**config.mk**
```make
export PLATFORM = sky130hd
export DESIGN_NAME = pfic_ctrl
export DESIGN_NICKNAME = d
export VERILOG_FILES = /design/src/rtl/core/pfic_pkg.sv /design/src/rtl/core/pfic_ctrl.sv
export SDC_FILE = /design/constraint.sdc
export NUM_CORES = 1
export LEC_CHECK = 0
export BUFFER_PORTS_ARGS = -buffer_cell sky130_fd_sc_hd__clkbuf_2
export CORE_AREA = 2 2 39 41
export CTS_BUF_LIST = sky130_fd_sc_hd__clkbuf_8
export CTS_CLUSTER_DIAMETER = 50
export DETAILED_ROUTE_END_ITERATION = 10
export DIE_AREA = 0 0 41 43
export PLACE_DENSITY = 0.33
export SETUP_SLACK_MARGIN = 0.05
export SLEW_MARGIN = 40
export SYNTH_ARGS = -nofsm -noshare
export SYNTH_HDL_FRONTEND = slang
export SYNTH_SLANG_ARGS = --single-unit
```
**constraint.sdc**
```tcl
create_clock -name clk_i -period 1.3 [get_ports clk_i]
set_clock_uncertainty 0.1 [all_clocks]
set_input_delay 0.195 -clock clk_i [delete_from_list [all_inputs] [get_ports clk_i]]
set_output_delay 0.195 -clock clk_i [all_outputs]
set_load 0.03 [all_outputs]
```
**src/rtl/core/pfic_pkg.sv**
```systemverilog
package pfic_pkg;

  localparam int unsigned POINT_COUNT       = 4096;
  localparam int unsigned MAX_POLY_VERTICES = 32;
  localparam int unsigned FAN_MIN_VERTS     = 3;

  localparam int unsigned PT_W   = 12;
  localparam int unsigned SIZE_W = 6;
  localparam int unsigned USED_W = 13;

  localparam int unsigned ADDR_W  = $clog2(POINT_COUNT);
  localparam int unsigned DENSE_W = $clog2(POINT_COUNT + 1);
  localparam int unsigned POS_W   = $clog2(MAX_POLY_VERTICES + 1);
  localparam int unsigned CMP_W   = (SIZE_W > POS_W) ? SIZE_W : POS_W;

  localparam logic OP_VERTEX = 1'b0;
  localparam logic OP_CLEAR  = 1'b1;

  typedef enum logic [2:0] {
    ST_INIT,
    ST_WIPE,
    ST_IDLE,
    ST_LOOKUP,
    ST_CLR_RESULT
  } pfic_state_e;

  typedef struct packed {
    logic ready;
    logic accept;
    logic sweep;
    logic commit;
    logic clear_result;
  } pfic_cmd_t;

  typedef struct packed {
    logic op_clear;
    logic sweep_last;
    logic out_free;
  } pfic_status_t;

endpackage

```
**src/rtl/core/pfic_ctrl.sv**
```systemverilog
module pfic_ctrl (
  input  logic                  clk_i,
  input  logic                  rst_ni,
  input  logic                  in_valid_i,
  input  pfic_pkg::pfic_status_t status_i,
  output pfic_pkg::pfic_cmd_t    cmd_o
);
  import pfic_pkg::*;

  pfic_state_e state_q, state_d;

  always_ff @(posedge clk_i or negedge rst_ni) begin
    if (!rst_ni) begin
      state_q <= ST_INIT;
    end else begin
      state_q <= state_d;
    end
  end

  always_comb begin
    state_d = state_q;
    cmd_o   = '0;
    case (state_q)
      ST_INIT: begin
        cmd_o.sweep = 1'b1;
        if (status_i.sweep_last) begin
          state_d = ST_IDLE;
        end
      end
      ST_WIPE: begin
        cmd_o.sweep = 1'b1;
        if (status_i.sweep_last) begin
          state_d = ST_CLR_RESULT;
        end
      end
      ST_IDLE: begin
        cmd_o.ready = 1'b1;
        if (in_valid_i) begin
          cmd_o.accept = 1'b1;
          state_d = (status_i.op_clear) ? ST_WIPE : ST_LOOKUP;
        end
      end
      ST_LOOKUP: begin
        if (status_i.out_free) begin
          cmd_o.commit = 1'b1;
          state_d = ST_IDLE;
        end
      end
      ST_CLR_RESULT: begin
        if (status_i.out_free) begin
          cmd_o.clear_result = 1'b1;
          state_d = ST_IDLE;
        end
      end
      default: begin
        state_d = ST_INIT;
      end
    endcase
  end

endmodule

```
==> results of run 1 <==
[critical path, stage by stage (launching register included)]
cell and delay (ps):
dfrtp_2 430, and4bb_1 310, clkbuf_8 170
[cell type report]
class / instances / area, um^2 / area share [%]
Timing Repair Buffer: 20 / 188 / 39.5
Multi-Input combinational cell: 14 / 140 / 29.5
Sequential cell: 3 / 78.8 / 16.6
Clock buffer: 3 / 41.3 / 8.68
Tap cell: 16 / 20.0 / 4.21
Clock inverter: 1 / 3.75 / 0.789
Inverter: 1 / 3.75 / 0.789
[per-stage QoR]
stage / hold WS (ps) / setup TNS (ps) / cells / power (uW) / area, um^2
after global placement: -108 / 0 / 45 / 556 / 273
final: 163 / -494 / 58 / 1130 / 475
after detailed placement: -106 / 0 / 45 / 558 / 273
after floorplan: -201 / 0 / 20 / 480 / 210
after global routing: 173 / -677 / 58 / 1200 / 475
after CTS: 168 / -427 / 54 / 951 / 392
[layer usage]
metal | global-route usage [%] | vias up
met2 | 10.6 | 8
li1 | - | 118
met4 | 12.0 | 0
met5 | 0 | -
met1 | 12.0 | 123
met3 | 3.14 | 4
[report_power, final]
part / internal, uW / leakage [uW] / switching (uW)
combinational: 385 / 0.000162 / 281
sequential: 139 / 0.0000343 / 65.9
clock: 201 / 0.0000269 / 62.6
total: 724 / 0.000223 / 409
[timing repair]
| action | CTS | global route |
|---|---|---|
| gates resized for setup | 11 | 20 |
| setup endpoints to repair | 5 | 8 |
| buffers inserted | 4 | 4 |
| hold endpoints to repair | 3 | 0 |
| pin swaps | 3 | 6 |
| hold buffers | 1 | 0 |
[worst paths after layout]
check                                            start                     end  slack, ps  cells past startpoint
worst max-delay path            state_q[0]$_DFFE_PN0P_                cmd_o[3]       -130                      2
worst min-delay path                       status_i[1]  state_q[2]$_DFFE_PN0P_        160                      3
worst max register to register  state_q[2]$_DFFE_PN0P_  state_q[1]$_DFFE_PN0P_        -80                      4
worst min register to register  state_q[1]$_DFFE_PN0P_  state_q[2]$_DFFE_PN0P_        590                      3
max in group asynchronous                       rst_ni  state_q[1]$_DFFE_PN0P_        770                      2
min in group asynchronous                       rst_ni  state_q[2]$_DFFE_PN0P_        210                      2
[cell usage in the layout, fill, tap and decap left out, types with 2 or more instances in the layout]
master,n
buf_6,7
clkbuf_2,5
clkbuf_8,4
buf_4,4
dfrtp_2,3
nor2_2,2
nand3b_1,2
buf_8,2
[cell usage after synthesis (all sizes together)]
| master | number | area, um^2 |
|---|---|---|
| dfrtp | 3 | 75.1 |
| buf | 2 | 15.0 |
| nand3b | 2 | 15.0 |
| nor2 | 2 | 7.51 |
| a21oi | 1 | 8.76 |
| a31o | 1 | 8.76 |
| a32o | 1 | 10.0 |
| and3 | 1 | 7.51 |
| and4 | 1 | 8.76 |
| and4bb | 1 | 12.5 |
| inv | 1 | 3.75 |
| mux2 | 1 | 11.3 |
| mux2i | 1 | 10.0 |
| nor3b | 1 | 7.51 |
| or3b | 1 | 8.76 |
[cells by family after synthesis]
kind of cell,Yosys count,share of synthesized area (%)
and+or+nand+nor,9,32.1
AOI/OAI and AO/OA,3,13.1
DFF,3,35.7
buffers and inverters,3,8.92
muxes,2,10.1
==> impl_metrics.yaml, run 1 <==
yosys:
  syn_area_um2: 210
  synth_fp_nets: 26
  ys_seq_area_share_pct: 35.7
  synthCells: 20
  avgSynthCellArea_um2: 10.5
  ys_warn_count: 0
  ys_ff_latch: 3
  yosysUniqueCellTypes: 15
cts:
  path_clk_slew_ps: 30
  cts_tree: "yes"
  htreeDepth: 1
  cts_buffers: 3
  cts_root_buffer: "clkbuf_8"
  cts.sink_count: 3
  clock_path_buffers: 2
  clk_latency_ps: 220
route:
  first_iter_violations: 0
  drc: 0
  routedWlPerCell_um: 12.1
  wl_met3_um: 30
  dr.pass1.iters: 1
  wl_met2_um: 341
  num_vias: 253
  vias_per_cell: 4.36
  topRoutingLayerUsed: "met4"
  ant_nets: 0
  wirelength_um: 702
  met1_length_um: 304
floorplanning:
  start_util_pct: 15.2
  die_area_um2: 1760
  rows: 14
  core_area_um2: 1380
  fp.dieW_um: 41
  dieHeight_um: 43
  io_pins: 11
cells_and_area:
  utilization_pct: 34.4
  drive_gt1_share_pct: 83.3
  nets: 49
  reg.largest.list: "state_q: 3 flops"
  n_fill_cell: 141
  largest_reg_flops: 3
  area_growth_syn_to_layout_pct: 126
  regMostFlops: "state_q"
  num_antenna_cells: 0
place:
  pre_cts_ws_ps: 48.3
  portBuffers: 10
  place_congestion: 0.654
outcome:
  status: "finished, violations left"
  violations: "negative setup slack"
critical_path:
  start_kind: "register"
  required_ps: 1000
  cp_max_fo: 6
  cp-end-kind: "output pin"
  worst-setup-path-type: "register to output pin"
  cp_data_arrival_time_ps: 1140
sta:
  period_share_pct: 110
  rsz0062_at_grt: "yes"
  timing.fmax_mhz: 698
  finalHoldViolations: 0
  slew-limit-headroom_pct: 89.5
  slew_viol_final: 0
  finalCriticalPeriod_ps: 1430
  fin_ws_ps: -132
  tightest_slew_ps: 153
  setup_viol: 5
global_routing:
  grt_pass1_vias: 227
  grt_pass1_wl_mm: 1.01
  antenna_found_initial: 0
  grt_max_degree: 8
  grt-ovfl-total: 0
  grt.total_usage_pct: 9.56
pwr:
  leakage_uw: 0.000223
  power_density_nw_per_um2: 2380
  ir_worst_vdd_mv: 0.782
job:
  cap_viol_max_count: 0
worst_hold_path:
  holdCritPathClass: "primary input to register"
Power figures use the tool's default switching activity.
==> run 2: changes to the inputs <==
==> constraint.sdc (replaced) <==
create_clock -name clk_i -period 1.7 [get_ports clk_i]
set_clock_uncertainty 0.1 [all_clocks]
set_input_delay 0.255 -clock clk_i [delete_from_list [all_inputs] [get_ports clk_i]]
set_output_delay 0.255 -clock clk_i [all_outputs]
set_load 0.03 [all_outputs]
==> run 2 against run 1 <==
Compared with the run above:
- the run now ends clean
- worst setup slack better by 280 ps
- global-route usage down 2.1 points
- critical endpoint unchanged
- hold slack better by 69 ps
- sequential share of layout area up 6.9 points
- total power down 47%
- largest power group unchanged
- cell count down 16%
- first-iteration DRC count up 4
- clock power down 24%
- non-clock buffer count down 9
- die area unchanged
==> impl_metrics.yaml, run 2 (synthesis gave the netlist of run 1 again) <==
place:
  placed_cell_area_um2: 265
  place_congestion: 0.649
  pre_cts_ws_ps: 362
  portBuffers: 10
  place_hpwl_um: 369
cells_and_area:
  utilization_pct: 23.1
  multi_input_area_um2: 116
  num_antenna_cells: 0
  area_growth_syn_to_layout_pct: 52.4
  fin_area_um2: 320
  drive_gt1_share_pct: 45.5
  regArea_um2: 75.1
  largest_reg_flops: 3
  final_common_cell: "clkbuf_2"
  n_fill_cell: 148
  regMostFlops: "state_q"
  mostFrequentLayoutCells: "clkbuf_2 (10), clkbuf_8 (3), dfrtp_1 (3)"
  nets: 40
  reg.largest.list: "state_q: 3 flops"
global_routing:
  antenna_found_initial: 0
  grt.total_usage_pct: 7.43
  grt_pass1_vias: 188
  grt_pass1_wl_um: 745
  grt-ovfl-total: 0
  grt_max_degree: 9
sta:
  hold_ws_ps: 232
  period_share_pct: 91.2
  slew_viol_final: 0
  finalHoldViolations: 0
  timing.fmax_mhz: 645
  setup_viol: 0
  finalCriticalPeriod_ps: 1550
  slew-limit-headroom_pct: 83.2
  rsz0062_at_grt: "no"
  fin_ws_ps: 149
  tns_ps: 0
  tightest_slew_ps: 252
critical_path:
  crit_slowest_cell: "dfrtp_1"
  worst-setup-path-type: "register to output pin"
  cp.buffers_inverters: 1
  critical_path_depth: 2
  crit_chain: "and4bb_1 > clkbuf_2"
  required_ps: 1340
  cp_top_family: "flip-flops"
  worst_r2r_path_depth: 2
  cp_data_arrival_time_ps: 1200
  slowest_delay_ps: 450
  cp-end-kind: "output pin"
  cp_max_fo: 8
  start_kind: "register"
floorplanning:
  rows: 14
  die_area_um2: 1760
  dieHeight_um: 43
  core_area_um2: 1380
  fp.dieW_um: 41
  start_util_pct: 15.2
  io_pins: 11
cts:
  clk_latency_ps: 210
  path_clk_slew_ps: 30
  cts_buffers: 3
  htreeDepth: 1
  clock_path_buffers: 2
  cts.sink_count: 3
  cts_tree: "yes"
  postCtsSetupBuffers: 0
  cts_root_buffer: "clkbuf_8"
route:
  first_iter_violations: 4
  routedWlPerCell_um: 10.4
  dr.pass1.iters: 2
  ant_nets: 0
  drc: 0
  num_vias: 208
  vias_per_cell: 4.24
  wirelength_um: 511
worst_hold_path:
  holdCritPathClass: "primary input to register"
  holdPathStages: 3
pwr:
  leakage_uw: 0.000154
  ir_worst_vdd_mv: 0.552
  power_density_nw_per_um2: 1890
job:
  cap_viol_max_count: 0
outcome:
  status: "completed"
-- run 2: changes by cell type in the layout (fill, tap and decap cells not counted), sizes merged --
cell,previous run,this run
buf,13,0
clkbuf,9,13
-- run 2: metrics by stage --
step / instances / power (uW)
after global routing: 49 / 652
after global placement: 44 / 407
after CTS: 49 / 617
final: 49 / 604
after floorplan: 20 / 367
after detailed placement: 44 / 408
-- run 2: final cells by class --
| class | instances | share of cell area (%) |
|---|---|---|
| clock buffers | 3 | 12.9 |
| clock inverters | 1 | 1.17 |
| inverters | 1 | 1.17 |
| multi-input cells | 14 | 36.3 |
| flip-flops and latches | 3 | 23.4 |
| well taps | 16 | 6.25 |
| repair buffers | 11 | 18.8 |
-- run 2: power by group --
part | internal, uW | switching (uW)
clock | 154 | 47.3
sequential | 100 | 56.7
combinational | 101 | 146
-- run 2: path summary, 6_finish.rpt --
| path | startpoint | to | slack (ps) |
|---|---|---|---|
| min | status_i[1] | state_q[2]$_DFFE_PN0P_ | 230 |
| max reg2reg | state_q[2]$_DFFE_PN0P_ | state_q[1]$_DFFE_PN0P_ | 480 |
| max in group asynchronous | rst_ni | state_q[2]$_DFFE_PN0P_ | 1120 |
| max | state_q[2]$_DFFE_PN0P_ | cmd_o[3] | 150 |
| min reg2reg | state_q[1]$_DFFE_PN0P_ | state_q[2]$_DFFE_PN0P_ | 470 |
| min in group asynchronous | rst_ni | state_q[1]$_DFFE_PN0P_ | 270 |
-- run 2: what timing repair did --
item	CTS	global route
resized for setup	0	0
hold buffers	1	0
hold endpoints to repair	3	0
-- run 2: per-layer routing --
metal	track usage, %	routed length, um	vias to the layer above
met4	12.0	25	0
met3	3.14	28	4
met5	0	0	-
li1	-	-	100
met2	8.13	210	8
met1	7.72	246	96
-- run 2: worst reg2reg max path: stages (launching register included) --
cell and delay [ps]:
dfrtp_1 450, mux2_1 340, a32o_1 210
==> run 3: changes to the inputs <==
--- a/config.mk
+++ b/config.mk
@@ -7,7 +7,6 @@
 export LEC_CHECK = 0
 export BUFFER_PORTS_ARGS = -buffer_cell sky130_fd_sc_hd__clkbuf_2
 export CORE_AREA = 2 2 39 41
-export CTS_BUF_LIST = sky130_fd_sc_hd__clkbuf_8
 export CTS_CLUSTER_DIAMETER = 50
 export DETAILED_ROUTE_END_ITERATION = 10
 export DIE_AREA = 0 0 41 43
==> run 3 against run 2 <==
Compared with the run above:
- utilization down 1.3 points
- largest cell class unchanged
- clock-buffer cell count grew 1
- worst setup slack lost 16 ps
- hold slack worse by 16 ps
==> impl_metrics.yaml, run 3 (synthesis gave the netlist of run 1 again) <==
outcome:
  status: "completed"
cells_and_area:
  n_fill_cell: 149
  mostFrequentLayoutCells: "clkbuf_2 (10), clkbuf_4 (3), nor2_1 (2), nand3b_1 (2), dfrtp_1 (2)"
  utilization_pct: 21.9
  nets: 40
  drive_gt1_share_pct: 48.5
  multi_input_area_um2: 116
  regMostFlops: "state_q"
  final_common_cell: "clkbuf_2"
  regArea_um2: 76.3
  layoutNonFillerInstCount: 49
  fin_area_um2: 303
  reg.largest.list: "state_q: 3 flops"
  num_antenna_cells: 0
  largest_reg_flops: 3
  area_growth_syn_to_layout_pct: 44.0
floorplanning:
  io_pins: 11
  fp.dieW_um: 41
  core_area_um2: 1380
  die_area_um2: 1760
  dieHeight_um: 43
  rows: 14
  start_util_pct: 15.2
global_routing:
  antenna_found_initial: 0
  grt_max_degree: 9
  grt.total_usage_pct: 7.13
  grt-ovfl-total: 0
  grt_pass1_wl_um: 731
  grt_pass1_vias: 188
cts:
  cts.sink_count: 3
  path_clk_slew_ps: 30
  htreeDepth: 1
  cts_buffers: 3
  postCtsSetupBuffers: 0
  clk_latency_ps: 230
  cts_tree: "yes"
  clock_path_buffers: 2
  cts_root_buffer: "clkbuf_4"
route:
  first_iter_violations: 4
  wirelength_um: 495
  num_vias: 202
  dr.pass1.iters: 2
  routedWlPerCell_um: 10.1
  ant_nets: 0
  vias_per_cell: 4.12
  drc: 0
pwr:
  seq_power_share_pct: 30.1
  p_int_uw: 291
  pwr-share-comb_pct: 46.5
  power_density_nw_per_um2: 1750
  swShare_pct: 45.0
  leakage_uw: 0.000141
  clkPwrFrac_pct: 23.4
  ir_worst_vdd_mv: 0.449
  p_switching_uw: 238
critical_path:
  worst_r2r_path_depth: 2
  crit_slowest_cell: "dfrtp_1"
  worst-setup-path-type: "register to output pin"
  slowest_delay_ps: 450
  cp_max_fo: 8
  crit_chain: "and4bb_1 > clkbuf_2"
  cp_data_arrival_time_ps: 1210
  cp-end-kind: "output pin"
  required_ps: 1340
  start_kind: "register"
sta:
  finalHoldViolations: 0
  rsz0062_at_grt: "no"
  timing.fmax_mhz: 638
  setup_viol: 0
  finalCriticalPeriod_ps: 1570
  slew_viol_final: 0
  period_share_pct: 92.1
  tightest_slew_ps: 232
  tns_ps: 0
  hold_ws_ps: 216
  slew-limit-headroom_pct: 84.5
place:
  placed_cell_area_um2: 265
  place_congestion: 0.649
  place_hpwl_um: 369
  portBuffers: 10
  dp_cells: 44
job:
  cap_viol_max_count: 0
worst_hold_path:
  holdCritPathClass: "primary input to register"
  holdPathStages: 3
## run 3: cell types whose count changed in the layout (fill, tap and decap cells not counted), sizes merged
cell / delta
clkbuf: +1
inv: -1
## run 3: worst paths after layout
| path | startpoint | end | slack, ps |
|---|---|---|---|
| worst max-delay path | state_q[2]$_DFFE_PN0P_ | cmd_o[3] | 130 |
| worst min-delay path | status_i[1] | state_q[2]$_DFFE_PN0P_ | 220 |
| worst max register to register | state_q[2]$_DFFE_PN0P_ | state_q[1]$_DFFE_PN0P_ | 480 |
| worst min register to register | state_q[1]$_DFFE_PN0P_ | state_q[2]$_DFFE_PN0P_ | 420 |
| max in group asynchronous | rst_ni | state_q[1]$_DFFE_PN0P_ | 1130 |
| min in group asynchronous | rst_ni | state_q[1]$_DFFE_PN0P_ | 250 |
## run 3: timing repair
action	in CTS	in global routing
hold buffers	1	0
gates resized for setup	0	1
hold endpoints to repair	3	0
setup endpoints to repair	0	1
## run 3: layout make-up
class                           count  share of cell area (%)
Sequential cell                     3                    25.2
Inverter                            1                    1.24
Multi-Input combinational cell     14                    38.4
Timing Repair Buffer               11                    19.8
Clock buffer                        4                    8.68
Tap cell                           16                    6.61
## run 3: per-layer routing
layer	wire length, um	vias to the layer above	GRT usage (%)
met5	0	-	0
met4	10	0	12.0
met3	24	2	1.57
met2	224	6	8.13
met1	235	94	7.72
li1	-	100	-
## run 3: power groups by stage
stage | combinational (uW) | clock (uW) | sequential (uW)
2_1_floorplan | 244 | 0 | 123
3_3_place_gp | 251 | 0 | 156
3_5_place_dp | 249 | 0 | 159
4_1_cts | 251 | 134 | 157
5_1_grt | 263 | 145 | 168
6_report | 246 | 124 | 159
## run 3: worst max-delay path, delay by kind of cell, from the launching register on
kind	cells	cell delay (ps)
flops	1	450
simple gates	1	320
buf+inv	1	210
## run 3: stage by stage
stage	total power, uW	setup slack, ps
2_1_floorplan	367	434
3_3_place_gp	407	380
3_5_place_dp	408	362
4_1_cts	542	109
5_1_grt	577	55.6
6_report	530	133
